[src/tte_pkg.sv]
// shared types and constants of the tap tempo estimator
`timescale 1ns / 1ps
`default_nettype none

package tte_pkg;

  localparam int HISTORY_TAPS_DEF = 5;
  localparam int BEAT_MS          = 60000;

  localparam int TAP_W      = 32;
  localparam int GAP_W      = 16;
  localparam int BPM_W      = 8;
  localparam int CFG_IDX_W  = 2;
  localparam int CFG_DATA_W = 16;

  localparam logic [GAP_W-1:0] GAP_LIMIT_RST = 16'd2000;
  localparam logic [BPM_W-1:0] MIN_BPM_RST   = 8'd40;
  localparam logic [BPM_W-1:0] MAX_BPM_RST   = 8'd240;
  localparam logic [BPM_W-1:0] TEMPO_RST     = 8'd120;

  typedef enum logic [CFG_IDX_W-1:0] {
    CFG_GAP_LIMIT = 2'd0,
    CFG_MIN_BPM   = 2'd1,
    CFG_MAX_BPM   = 2'd2
  } cfg_idx_e;

  typedef enum logic [1:0] {
    ST_IDLE  = 2'd0,
    ST_SETUP = 2'd1,
    ST_DIV   = 2'd2,
    ST_DONE  = 2'd3
  } state_e;

  typedef struct packed {
    logic accept;
    logic setup;
    logic step;
    logic load_out;
  } cmd_t;

  typedef struct packed {
    logic few_taps;
    logic total_zero;
    logic div_last;
    logic out_free;
  } sts_t;

endpackage

`default_nettype wire

[src/tte_ctrl.sv]
// controller state machine of the tap tempo estimator
`timescale 1ns / 1ps
`default_nettype none

module tte_ctrl (
  input  wire logic         clk_i,
  input  wire logic         rst_ni,
  input  wire logic         in_valid_i,
  output logic              in_ready_o,
  output tte_pkg::cmd_t     cmd_o,
  input  wire tte_pkg::sts_t sts_i
);

  tte_pkg::state_e state_q, state_d;

  always_ff @(posedge clk_i or negedge rst_ni) begin
    if (!rst_ni) begin
      state_q <= tte_pkg::ST_IDLE;
    end else begin
      state_q <= state_d;
    end
  end

  always_comb begin
    state_d = state_q;
    case (state_q)
      tte_pkg::ST_IDLE: begin
        if (in_valid_i) state_d = tte_pkg::ST_SETUP;
      end
      tte_pkg::ST_SETUP: begin
        if (sts_i.few_taps || sts_i.total_zero) state_d = tte_pkg::ST_DONE;
        else state_d = tte_pkg::ST_DIV;
      end
      tte_pkg::ST_DIV: begin
        if (sts_i.div_last) state_d = tte_pkg::ST_DONE;
      end
      tte_pkg::ST_DONE: begin
        if (sts_i.out_free) state_d = tte_pkg::ST_IDLE;
      end
      default: state_d = tte_pkg::ST_IDLE;
    endcase
  end

  always_comb begin
    in_ready_o     = 1'b0;
    cmd_o          = '0;
    case (state_q)
      tte_pkg::ST_IDLE: begin
        in_ready_o   = 1'b1;
        cmd_o.accept = in_valid_i;
      end
      tte_pkg::ST_SETUP: cmd_o.setup = 1'b1;
      tte_pkg::ST_DIV:   cmd_o.step = 1'b1;
      tte_pkg::ST_DONE:  cmd_o.load_out = sts_i.out_free;
      default: begin
        in_ready_o = 1'b0;
      end
    endcase
  end

  a_div_to_done: assert property (@(posedge clk_i) disable iff (!rst_ni)
    (state_q == tte_pkg::ST_DIV && sts_i.div_last) |=> (state_q == tte_pkg::ST_DONE))
    else $error("divider finished without moving to result");

  a_accept_to_setup: assert property (@(posedge clk_i) disable iff (!rst_ni)
    cmd_o.accept |=> (state_q == tte_pkg::ST_SETUP))
    else $error("accepted tap did not start setup");

  a_done_waits: assert property (@(posedge clk_i) disable iff (!rst_ni)
    (state_q == tte_pkg::ST_DONE && !sts_i.out_free) |=> (state_q == tte_pkg::ST_DONE))
    else $error("result dropped while output busy");

endmodule

`default_nettype wire

[src/tte_dpath.sv]
// configuration and history registers, iterative divider, clamp and output register
`timescale 1ns / 1ps
`default_nettype none

module tte_dpath #(
  parameter int HISTORY_TAPS = tte_pkg::HISTORY_TAPS_DEF
) (
  input  wire logic                           clk_i,
  input  wire logic                           rst_ni,
  input  wire logic                           cfg_valid_i,
  input  wire logic [tte_pkg::CFG_IDX_W-1:0]  cfg_index_i,
  input  wire logic [tte_pkg::CFG_DATA_W-1:0] cfg_data_i,
  input  wire logic [tte_pkg::TAP_W-1:0]      tap_time_ms_i,
  output logic                                out_valid_o,
  input  wire logic                           out_ready_i,
  output logic [tte_pkg::BPM_W-1:0]           tempo_bpm_o,
  output logic                                tempo_updated_o,
  input  wire tte_pkg::cmd_t                  cmd_i,
  output tte_pkg::sts_t                       sts_o
);

  localparam int CntW  = $clog2(HISTORY_TAPS + 1);
  localparam int IdxW  = $clog2(HISTORY_TAPS);
  localparam int NumW  = $clog2(tte_pkg::BEAT_MS * (HISTORY_TAPS - 1) + 1);
  localparam int StepW = $clog2(NumW);
  localparam int TapW  = tte_pkg::TAP_W;
  localparam int BpmW  = tte_pkg::BPM_W;

  // configuration
  logic [tte_pkg::GAP_W-1:0] gap_limit_q;
  logic [BpmW-1:0]           min_bpm_q;
  logic [BpmW-1:0]           max_bpm_q;

  always_ff @(posedge clk_i or negedge rst_ni) begin
    if (!rst_ni) begin
      gap_limit_q <= tte_pkg::GAP_LIMIT_RST;
      min_bpm_q   <= tte_pkg::MIN_BPM_RST;
      max_bpm_q   <= tte_pkg::MAX_BPM_RST;
    end else if (cfg_valid_i) begin
      case (tte_pkg::cfg_idx_e'(cfg_index_i))
        tte_pkg::CFG_GAP_LIMIT: gap_limit_q <= cfg_data_i;
        tte_pkg::CFG_MIN_BPM:   min_bpm_q   <= cfg_data_i[BpmW-1:0];
        tte_pkg::CFG_MAX_BPM:   max_bpm_q   <= cfg_data_i[BpmW-1:0];
        default: begin
          gap_limit_q <= gap_limit_q;
        end
      endcase
    end
  end

  // tap history, oldest at entry zero
  logic [TapW-1:0] hist_q [HISTORY_TAPS];
  logic [TapW-1:0] newest_q;
  logic [CntW-1:0] count_q, count_d;
  logic [CntW-1:0] count_eff;
  logic [TapW-1:0] gap;
  logic            full;

  assign gap       = tap_time_ms_i - newest_q;
  assign count_eff = (count_q != '0 && gap > TapW'(gap_limit_q)) ? '0 : count_q;
  assign full      = (count_eff == CntW'(HISTORY_TAPS));
  assign count_d   = full ? count_eff : count_eff + CntW'(1);

  always_ff @(posedge clk_i or negedge rst_ni) begin
    if (!rst_ni) begin
      count_q <= '0;
    end else if (cmd_i.accept) begin
      count_q <= count_d;
    end
  end

  always_ff @(posedge clk_i) begin
    if (cmd_i.accept) newest_q <= tap_time_ms_i;
  end

  for (genvar g = 0; g < HISTORY_TAPS; g++) begin : g_hist
    if (g < HISTORY_TAPS - 1) begin : g_mid
      always_ff @(posedge clk_i) begin
        if (cmd_i.accept) begin
          if (full) hist_q[g] <= hist_q[g+1];
          else if (count_eff[IdxW-1:0] == IdxW'(g)) hist_q[g] <= tap_time_ms_i;
        end
      end
    end else begin : g_last
      always_ff @(posedge clk_i) begin
        if (cmd_i.accept) begin
          if (full || count_eff[IdxW-1:0] == IdxW'(g)) hist_q[g] <= tap_time_ms_i;
        end
      end
    end
  end

  // setup
  logic [TapW-1:0] total;
  logic [CntW-1:0] cnt_minus1;
  logic [NumW-1:0] numer;

  assign total      = newest_q - hist_q[0];
  assign cnt_minus1 = count_q - CntW'(1);
  assign numer      = NumW'(tte_pkg::BEAT_MS) * NumW'(cnt_minus1);

  // restoring divider, one quotient bit per cycle
  logic [TapW-1:0]  den_q;
  logic [TapW-1:0]  rem_q;
  logic [NumW-1:0]  quo_q;
  logic [StepW-1:0] step_q;
  logic             hold_q;
  logic             sat_q;
  logic [TapW:0]    trial;
  logic [TapW:0]    diff;
  logic             qbit;

  assign trial = {rem_q, quo_q[NumW-1]};
  assign diff  = trial - {1'b0, den_q};
  assign qbit  = (trial >= {1'b0, den_q});

  always_ff @(posedge clk_i) begin
    if (cmd_i.setup) begin
      den_q  <= total;
      rem_q  <= '0;
      quo_q  <= numer;
      step_q <= '0;
      hold_q <= sts_o.few_taps;
      sat_q  <= sts_o.total_zero;
    end else if (cmd_i.step) begin
      rem_q  <= qbit ? diff[TapW-1:0] : trial[TapW-1:0];
      quo_q  <= {quo_q[NumW-2:0], qbit};
      step_q <= step_q + StepW'(1);
    end
  end

  // clamp and result
  logic [BpmW-1:0] upper;
  logic [BpmW-1:0] clamped;
  logic [BpmW-1:0] tempo_res;
  logic [BpmW-1:0] last_tempo_q;

  assign upper     = (sat_q || quo_q > NumW'(max_bpm_q)) ? max_bpm_q : quo_q[BpmW-1:0];
  assign clamped   = (upper < min_bpm_q) ? min_bpm_q : upper;
  assign tempo_res = hold_q ? last_tempo_q : clamped;

  always_ff @(posedge clk_i or negedge rst_ni) begin
    if (!rst_ni) begin
      last_tempo_q <= tte_pkg::TEMPO_RST;
      out_valid_o  <= 1'b0;
    end else begin
      if (cmd_i.load_out) begin
        last_tempo_q <= tempo_res;
        out_valid_o  <= 1'b1;
      end else if (out_ready_i) begin
        out_valid_o  <= 1'b0;
      end
    end
  end

  always_ff @(posedge clk_i) begin
    if (cmd_i.load_out) begin
      tempo_bpm_o     <= tempo_res;
      tempo_updated_o <= !hold_q;
    end
  end

  assign sts_o.few_taps   = (count_q < CntW'(2));
  assign sts_o.total_zero = (total == '0);
  assign sts_o.div_last   = (step_q == StepW'(NumW - 1));
  assign sts_o.out_free   = !out_valid_o || out_ready_i;

  a_count_bound: assert property (@(posedge clk_i) disable iff (!rst_ni)
    count_q <= CntW'(HISTORY_TAPS))
    else $error("tap count beyond history depth");

  a_load_free: assert property (@(posedge clk_i) disable iff (!rst_ni)
    cmd_i.load_out |-> (!out_valid_o || out_ready_i))
    else $error("result loaded over a pending request");

  a_load_valid: assert property (@(posedge clk_i) disable iff (!rst_ni)
    cmd_i.load_out |=> out_valid_o)
    else $error("loaded result not presented");

  a_setup_count: assert property (@(posedge clk_i) disable iff (!rst_ni)
    cmd_i.accept |=> (count_q != '0))
    else $error("accepted tap left history empty");

endmodule

`default_nettype wire

[src/tap_tempo_estimator_unit.sv]
// top level of the tap tempo estimator
//
//  channel   direction  signals                                   payload
//  cfg       in         cfg_valid_i / cfg_ready_o                 cfg_index_i, cfg_data_i
//  in        in         in_valid_i / in_ready_o                   tap_time_ms_i
//  out       out        out_valid_o / out_ready_i                 tempo_bpm_o, tempo_updated_o
//
// with fewer than two taps or a zero span a tap goes from setup straight to the result,
// otherwise the bit-serial divider runs first, one quotient bit per step, NumW being
// its quotient width (18 for five taps)
// the next tap is taken as soon as the previous result sits in the output register
// a stalled output holds one result and the controller waits before loading the next
// reset clears the history count, sets the tempo to 120 and the registers to defaults
`timescale 1ns / 1ps
`default_nettype none

module tap_tempo_estimator_unit #(
  parameter int HISTORY_TAPS = tte_pkg::HISTORY_TAPS_DEF
) (
  input  wire logic                           clk_i,
  input  wire logic                           rst_ni,
  input  wire logic                           cfg_valid_i,
  output logic                                cfg_ready_o,
  input  wire logic [tte_pkg::CFG_IDX_W-1:0]  cfg_index_i,
  input  wire logic [tte_pkg::CFG_DATA_W-1:0] cfg_data_i,
  input  wire logic                           in_valid_i,
  output logic                                in_ready_o,
  input  wire logic [tte_pkg::TAP_W-1:0]      tap_time_ms_i,
  output logic                                out_valid_o,
  input  wire logic                           out_ready_i,
  output logic [tte_pkg::BPM_W-1:0]           tempo_bpm_o,
  output logic                                tempo_updated_o
);

  tte_pkg::cmd_t cmd;
  tte_pkg::sts_t sts;

  assign cfg_ready_o = 1'b1;

  tte_ctrl u_ctrl (
    .clk_i      (clk_i),
    .rst_ni     (rst_ni),
    .in_valid_i (in_valid_i),
    .in_ready_o (in_ready_o),
    .cmd_o      (cmd),
    .sts_i      (sts)
  );

  tte_dpath #(
    .HISTORY_TAPS (HISTORY_TAPS)
  ) u_dpath (
    .clk_i           (clk_i),
    .rst_ni          (rst_ni),
    .cfg_valid_i     (cfg_valid_i),
    .cfg_index_i     (cfg_index_i),
    .cfg_data_i      (cfg_data_i),
    .tap_time_ms_i   (tap_time_ms_i),
    .out_valid_o     (out_valid_o),
    .out_ready_i     (out_ready_i),
    .tempo_bpm_o     (tempo_bpm_o),
    .tempo_updated_o (tempo_updated_o),
    .cmd_i           (cmd),
    .sts_o           (sts)
  );

endmodule

`default_nettype wire

[config.mk]
export PLATFORM = sky130hd
export DESIGN_NAME = tap_tempo_estimator_unit
export DESIGN_NICKNAME = d
export VERILOG_FILES = /design/src/tte_pkg.sv /design/src/tte_ctrl.sv /design/src/tte_dpath.sv /design/src/tap_tempo_estimator_unit.sv
export SDC_FILE = /design/constraint.sdc
export NUM_CORES = 1
export LEC_CHECK = 0
export ABC_AREA = 0
export BUFFER_PORTS_ARGS = -buffer_cell sky130_fd_sc_hd__buf_2
export CORE_ASPECT_RATIO = 0.8
export CORE_MARGIN = 2
export CORE_UTILIZATION = 40
export DETAILED_ROUTE_END_ITERATION = 6
export SYNTH_ARGS = -nofsm -noshare
export SYNTH_HDL_FRONTEND = slang
export SYNTH_HIERARCHICAL = 1
export SYNTH_SLANG_ARGS = --single-unit
export TNS_END_PERCENT = 20
[constraint.sdc]
create_clock -name clk_i -period 23.5 [get_ports clk_i]
set_clock_uncertainty 0.15 [all_clocks]
set_input_delay 1.175 -clock clk_i [delete_from_list [all_inputs] [get_ports clk_i]]
set_output_delay 1.175 -clock clk_i [all_outputs]
set_load 0.02 [all_outputs]
==> results of run 1 <==
[synthesized netlist by cell type, types with 6 or more instances]
master | number | share of area
and2_1 | 16 | 0.0049
mux2i_1 | 18 | 0.0088
mux2_2 | 39 | 0.022
dfrtp_1 | 30 | 0.037
o21ai_0 | 106 | 0.026
nor3b_1 | 6 | 0.0022
nor2b_1 | 15 | 0.0046
a22o_1 | 11 | 0.0047
a21oi_1 | 106 | 0.026
nor3_1 | 26 | 0.0064
inv_1 | 166 | 0.031
a31oi_1 | 16 | 0.0049
or3_1 | 11 | 0.0034
o21a_1 | 15 | 0.0055
o21bai_1 | 11 | 0.0040
mux2_4 | 118 | 0.087
a211oi_1 | 34 | 0.012
xor2_1 | 23 | 0.0099
ha_1 | 145 | 0.089
a311oi_1 | 10 | 0.0043
clkbuf_1 | 41 | 0.0075
nand2_1 | 108 | 0.020
a21o_1 | 44 | 0.016
nor2_1 | 115 | 0.021
buf_6 | 13 | 0.0072
and3_1 | 9 | 0.0028
nand4_1 | 17 | 0.0052
o211ai_1 | 17 | 0.0062
xnor2_1 | 47 | 0.020
nor4_1 | 9 | 0.0028
dfstp_2 | 16 | 0.021
o31a_1 | 9 | 0.0039
nand3_1 | 26 | 0.0064
dfxtp_1 | 42 | 0.041
or2_2 | 7 | 0.0021
edfxtp_1 | 248 | 0.36
nand2b_1 | 22 | 0.0067
[power groups by stage]
stage	combinational, mW	sequential (mW)	clock [mW]
floorplan	0.848	0.860	0
global placement	1.06	0.885	0
detailed placement	1.09	0.889	0
CTS	1.09	0.878	0.627
global route	1.23	0.893	0.649
finish	1.10	0.880	0.607
[worst reg2reg max path, stage by stage, from the launching register on]
cell and delay, ps:
edfxtp_1 440, inv_1 70, ha_1 340, a21o_1 220
or3_1 350, o211ai_2 210, o211ai_2 240, nand2_1 140
nand2_1 70, xor2_1 170, ha_1 300, nand4_1 140
nor4_1 320, o221ai_1 170, nor3_1 220, o2111ai_1 120
a2111oi_0 440, and4b_4 490, o21ai_0 210, inv_1 160
ha_1 330, nand2_1 310, a21oi_4 470, buf_4 500
mux2_2 420
[flip-flops by register name (all words and copies together), names as in the netlist, 16 cells and up]
register,count
u_dpath/hist_q,160
u_dpath/den_q,32
u_dpath/newest_q,32
u_dpath/rem_q,32
u_dpath/quo_q,18
u_dpath/gap_limit_q,16
[path summary, 6_finish.rpt]
check,slack (ps),from,endpoint,depth (start not counted)
max,15980,tap_time_ms_i[4],u_dpath/hist_q[0][63]$_DFFE_PP_,24
min,330,u_dpath/last_tempo_q[3]$_DFFE_PN1P_,u_dpath/last_tempo_q[3]$_DFFE_PN1P_,2
max reg2reg,16280,u_dpath/newest_q[4]$_DFFE_PP_,u_dpath/hist_q[0][63]$_DFFE_PP_,24
min reg2reg,330,u_dpath/last_tempo_q[3]$_DFFE_PN1P_,u_dpath/last_tempo_q[3]$_DFFE_PN1P_,2
max in group asynchronous,21860,rst_ni,u_ctrl/state_q[0]$_DFFE_PN0P_,1
min in group asynchronous,670,rst_ni,u_dpath/gap_limit_q[12]$_DFFE_PN0P_,1
[layout make-up]
cell class / count / share of cell area
multi-input combinational: 1261 / 0.443
timing repair buffer: 78 / 0.0186
clock buffer: 51 / 0.0477
tap: 684 / 0.0377
sequential: 336 / 0.417
clock inverter: 21 / 0.00866
inverter: 167 / 0.0276
[stage by stage]
| step | utilization | instance area (um^2) | worst slack [ps] | total power, mW |
|---|---|---|---|---|
| 2_1_floorplan | - | 20400 | 12310 | 1.71 |
| 3_3_place_gp | 0.422 | 21400 | 15700 | 1.95 |
| 3_5_place_dp | 0.422 | 21400 | 15550 | 1.98 |
| 4_1_cts | 0.447 | 22700 | 16100 | 2.60 |
| 5_1_grt | 0.447 | 22700 | 15450 | 2.77 |
| 6_report | 0.447 | 22700 | 15980 | 2.59 |
[cells by family (layout without fill, tap and decap cells)]
| logic type | after synthesis | count (layout) | share of synthesized area |
|---|---|---|---|
| AOI/OAI and AO/OA | 448 | 448 | 0.147 |
| other | 1 | 1 | 0.000184 |
| DFF | 336 | 336 | 0.463 |
| muxes | 175 | 175 | 0.117 |
| xor gates and xnor gates | 70 | 70 | 0.0300 |
| buffers and inverters | 227 | 317 | 0.0477 |
| and+or+nand+nor | 419 | 419 | 0.103 |
| adders and majority gates | 148 | 148 | 0.0918 |
[layer usage]
metal / share of wire / routed length [um] / vias to the layer above
met4: 0.022 / 1040 / 0
met1: 0.50 / 23500 / 6788
met2: 0.43 / 19800 / 292
met5: 0 / 0 / -
met3: 0.048 / 2230 / 61
li1: - / - / 6850
==> out/metrics.cfg, run 1 <==
[place]
gp_congestion = 0.935
place_hpwl_mm = 33.6
io_buffers = 65
dp_cells = 2526

[clock_network]
clk_path_buf_depth = 3
cts_tree = yes
htreeDepth = 2
path_clk_slew_ps = 60
post_cts_resized = 0
clock-root-buffer = clkbuf_16
ctsHoldBuffers = 0
clk_latency_ps = 560
cts_setup_buffers = 0
cts_num_sinks = 336
tritoncts.num_buffers = 39

[power_and_ir_drop]
clkPwrFrac = 0.235
p_seq_frac = 0.340
swShare = 0.382
power.leakage_nw = 9.19
p_sw_uw = 986
power.internal_mw = 1.60
irDropWorstVdd_uv = 58.5
p_per_area_nw_per_um2 = 114
pwr-share-comb = 0.425

[floorplan]
std_cell_rows = 74
core_um2 = 50700
die_y_um = 206
die_w_um = 257
start_util = 0.402
ios = 67
design.die.area_um2 = 52900

[critical_path]
cp.required_ps = 23650
critPathTopFamily = compound AO/OA/AOI/OAI gates
critPathArrivalTime_ps = 7670
critPathSlowestCell = buf_4
crit_chain = buf_2, ha_1, a21o_1, or3_1, o211ai_2, o211ai_2, nand2_1, nand2_1, xor2_1, ha_1, nand4_1, nor4_1, o221ai_1, nor3_1, o2111ai_1, a2111oi_0, and4b_4, o21ai_0, inv_1, ha_1, nand2_1, a21oi_4, buf_4, mux2_2
path_buf_inv = 3
endpoint_kind = register
criticalPathCategory = input pin to register
start_kind = input pin
path_max_fanout = 25
slowest_delay_ps = 500

[yosys]
synth.ff_latch_count = 336
yosys_warnings = 6
avgSynthCellArea_um2 = 11.2
ys_async_sr_fraction = 0.137
syn-instance-count = 1824
yosys.cell_types.count = 92
ys.flop_type = edfxtp_1
synth_fp_nets = 2027
synth_edf_count = 248
seq_area_frac_synth = 0.463
netlist_area_um2 = 20400

[global_routing]
grt-busiest-layer = met2
grt_pass1_wl_mm = 73.9
grt_max_degree = 80
antenna_found_initial = 0
use_met2 = 0.260
grt_pass1_vias = 13437
grt_remaining_overflow = 0
grt_use_met1 = 0.258
grt_use_total = 0.175
use_met3 = 0.0278

[layout]
layout_common_cells = edfxtp_1 (248), inv_1 (166), ha_1 (143)
n_antenna_cell = 0
nets = 2086
multi_input_area_um2 = 10000
area_delta_synth_final_pct = 11.1
final_cells = 2598
final_common_cell = edfxtp_1
seq_area_um2 = 9460
n_fill_cell = 4771
drive_gt1_frac = 0.183

[drt]
initialDrtViolationCount = 854
dr.pass1.iters = 5
drtAntennaViolNets = 0
routed_via_density = 5.39
vias = 13991
drt-total-wl_mm = 46.6
post_drt_wl_per_cell_um = 17.9
drc_errors = 0

[sta]
fin_hold_ws_ps = 333
slew_headroom = 0.221
worstMarginPinSlew_ps = 1160
rsz0062_at_grt = false
period_share = 0.320
setup_violations = 0
hold_violations = 0
max_freq_mhz = 133
finalCriticalPeriod_ps = 7520
slew_violations = 0
setup-tns-final_ps = 0

[min_path]
hold_class = register to register

[run_status]
status = finished clean

[job]
maxCapViolCount = 0

(Power assumes the default switching activity.)
==> inputs of run 2 (changes only) <==
- clock period: 23.5 -> 7.68 ns (I/O delays scaled with it)
==> run 2 against run 1 <==
Compared with the run above: combinational power increased to 3.1 times the previous value; sequential power rose to 3.1 times the previous value; non-clock buffer count up 42; critical path depth up 1; sequential share of layout area fell by 0.74 points; cell count up 1.4%; via count increased by 0.92%; design area rose by 1.8%; first-iteration DRC count is 1.3% higher; worst setup slack worse by 15000 ps; clock power rose to 3.0 times the previous value; largest cell class unchanged.
==> out/metrics.cfg, run 2 (synthesis results as in run 1) <==
[power_and_ir_drop]
power.leakage_nw = 9.35
p_per_area_nw_per_um2 = 342
irDropWorstVdd_uv = 169

[critical_path]
reg2reg_depth = 24
criticalPathCategory = input pin to register
cp.required_ps = 7820
reg2reg_from = u_dpath/newest_q[1]$_DFFE_PP_
start_kind = input pin
slowest_delay_ps = 540
rrSetupSlack_ps = 770
critPathArrivalTime_ps = 7220
crit_path_end = u_dpath/hist_q[0][63]$_DFFE_PP_
crit_start = tap_time_ms_i[4]
endpoint_kind = register
path_max_fanout = 21
critPathSlowestCell = dlygate4sd3_1
r2r_end = u_dpath/hist_q[0][63]$_DFFE_PP_

[sta]
fin_hold_ws_ps = 19.1
rsz0062_at_grt = false
slew_headroom = 0.258
worstMarginPinSlew_ps = 1110
slew_violations = 0
setup_violations = 0
max_freq_mhz = 141
period_share = 0.921
hold_violations = 0
setup-tns-final_ps = 0
finalCriticalPeriod_ps = 7080

[global_routing]
grt_use_met1 = 0.268
grt_pass1_vias = 13597
grt_max_degree = 96
antenna_found_initial = 0
use_met2 = 0.271
grt_use_total = 0.178
grt_pass1_wl_mm = 75.1
grt_remaining_overflow = 0
grt-busiest-layer = met2
use_met3 = 0.0228

[clock_network]
htreeDepth = 2
tritoncts.num_buffers = 37
clk_path_buf_depth = 3
cts_num_sinks = 336
post_cts_resized = 0
path_clk_slew_ps = 60
clk_latency_ps = 540
clock-root-buffer = clkbuf_16
cts_tree = yes
ctsHoldBuffers = 39
cts_setup_buffers = 0

[job]
maxCapViolCount = 0

[floorplan]
core_um2 = 50700
die_w_um = 257
design.die.area_um2 = 52900
die_y_um = 206
ios = 67
std_cell_rows = 74
start_util = 0.402

[place]
place_hpwl_mm = 34.4
io_buffers = 65
gp_congestion = 0.893

[layout]
largest_register = u_dpath/hist_q
final_common_cell = edfxtp_1
n_fill_cell = 4688
layout_common_cells = edfxtp_1 (248), inv_1 (166), ha_1 (143)
nets = 2126
n_antenna_cell = 0
largest_reg_flops = 160
area_delta_synth_final_pct = 13.1
drive_gt1_frac = 0.178

[drt]
initialDrtViolationCount = 865
drt-total-wl_mm = 47.5
post_drt_wl_per_cell_um = 18.0
drc_errors = 0
drtAntennaViolNets = 0
routed_via_density = 5.36
dr.pass1.iters = 5
vias = 14120

[min_path]
hold_class = input pin to register
hold_depth = 1

[run_status]
status = finished clean

run 2: final cells by class:
cell class | instances | area (um^2) | area share
Timing Repair Buffer | 120 | 848 | 0.0367
Multi-Input combinational cell | 1261 | 10100 | 0.435
Clock inverter | 19 | 250 | 0.0108
Sequential cell | 336 | 9460 | 0.409
Clock buffer | 47 | 1000 | 0.0435
Inverter | 167 | 627 | 0.0271
Tap cell | 684 | 856 | 0.0370
run 2: through the flow:
stage / setup slack, ps / utilization / cells / area (um^2) / total power [mW]
2_1_floorplan: 407 / - / 1824 / 20400 / 5.23
3_3_place_gp: 924 / 0.423 / 2529 / 21500 / 5.99
3_5_place_dp: 650 / 0.423 / 2529 / 21500 / 6.05
4_1_cts: 666 / 0.455 / 2634 / 23100 / 7.96
5_1_grt: 8.98 / 0.455 / 2634 / 23100 / 8.50
6_report: 604 / 0.455 / 2634 / 23100 / 7.91
run 2: power breakdown:
part,total [mW],switching (mW),internal [mW]
Clock,1.84,0.737,1.10
Sequential,2.69,0.258,2.44
Combinational,3.38,2.01,1.37
Total,7.91,3.01,4.90
run 2: worst min path at each step:
stage / startpoint / endpoint / slack (ps)
3_5_place_dp: u_dpath/last_tempo_q[2]$_DFFE_PN0P_ / u_dpath/last_tempo_q[2]$_DFFE_PN0P_ / 320
3_3_place_gp: u_dpath/last_tempo_q[2]$_DFFE_PN0P_ / u_dpath/last_tempo_q[2]$_DFFE_PN0P_ / 310
6_report: tap_time_ms_i[21] / u_dpath/hist_q[0][149]$_DFFE_PP_ / 20
4_1_cts: tap_time_ms_i[20] / u_dpath/hist_q[0][148]$_DFFE_PP_ / 4
2_1_floorplan: rst_ni / u_ctrl/state_q[0]$_DFFE_PN0P_ / -60
5_1_grt: tap_time_ms_i[21] / u_dpath/hist_q[0][149]$_DFFE_PP_ / 7
run 2: metal layers:
layer | share of wire | vias up
li1 | - | 6913
met2 | 0.43 | 268
met4 | 0.019 | 0
met1 | 0.52 | 6879
met5 | 0 | -
met3 | 0.038 | 60
run 2: worst max-delay path, delay by kind of cell:
kind                     cells  cell delay (ps)
AO/OA/AOI/OAI                8             1910
XOR/XNOR                     1              160
adder cells (fa/ha/maj)      3              980
buffers and inverters        4             1300
multiplexers                 1              390
AND/OR/NAND/NOR              8             2070
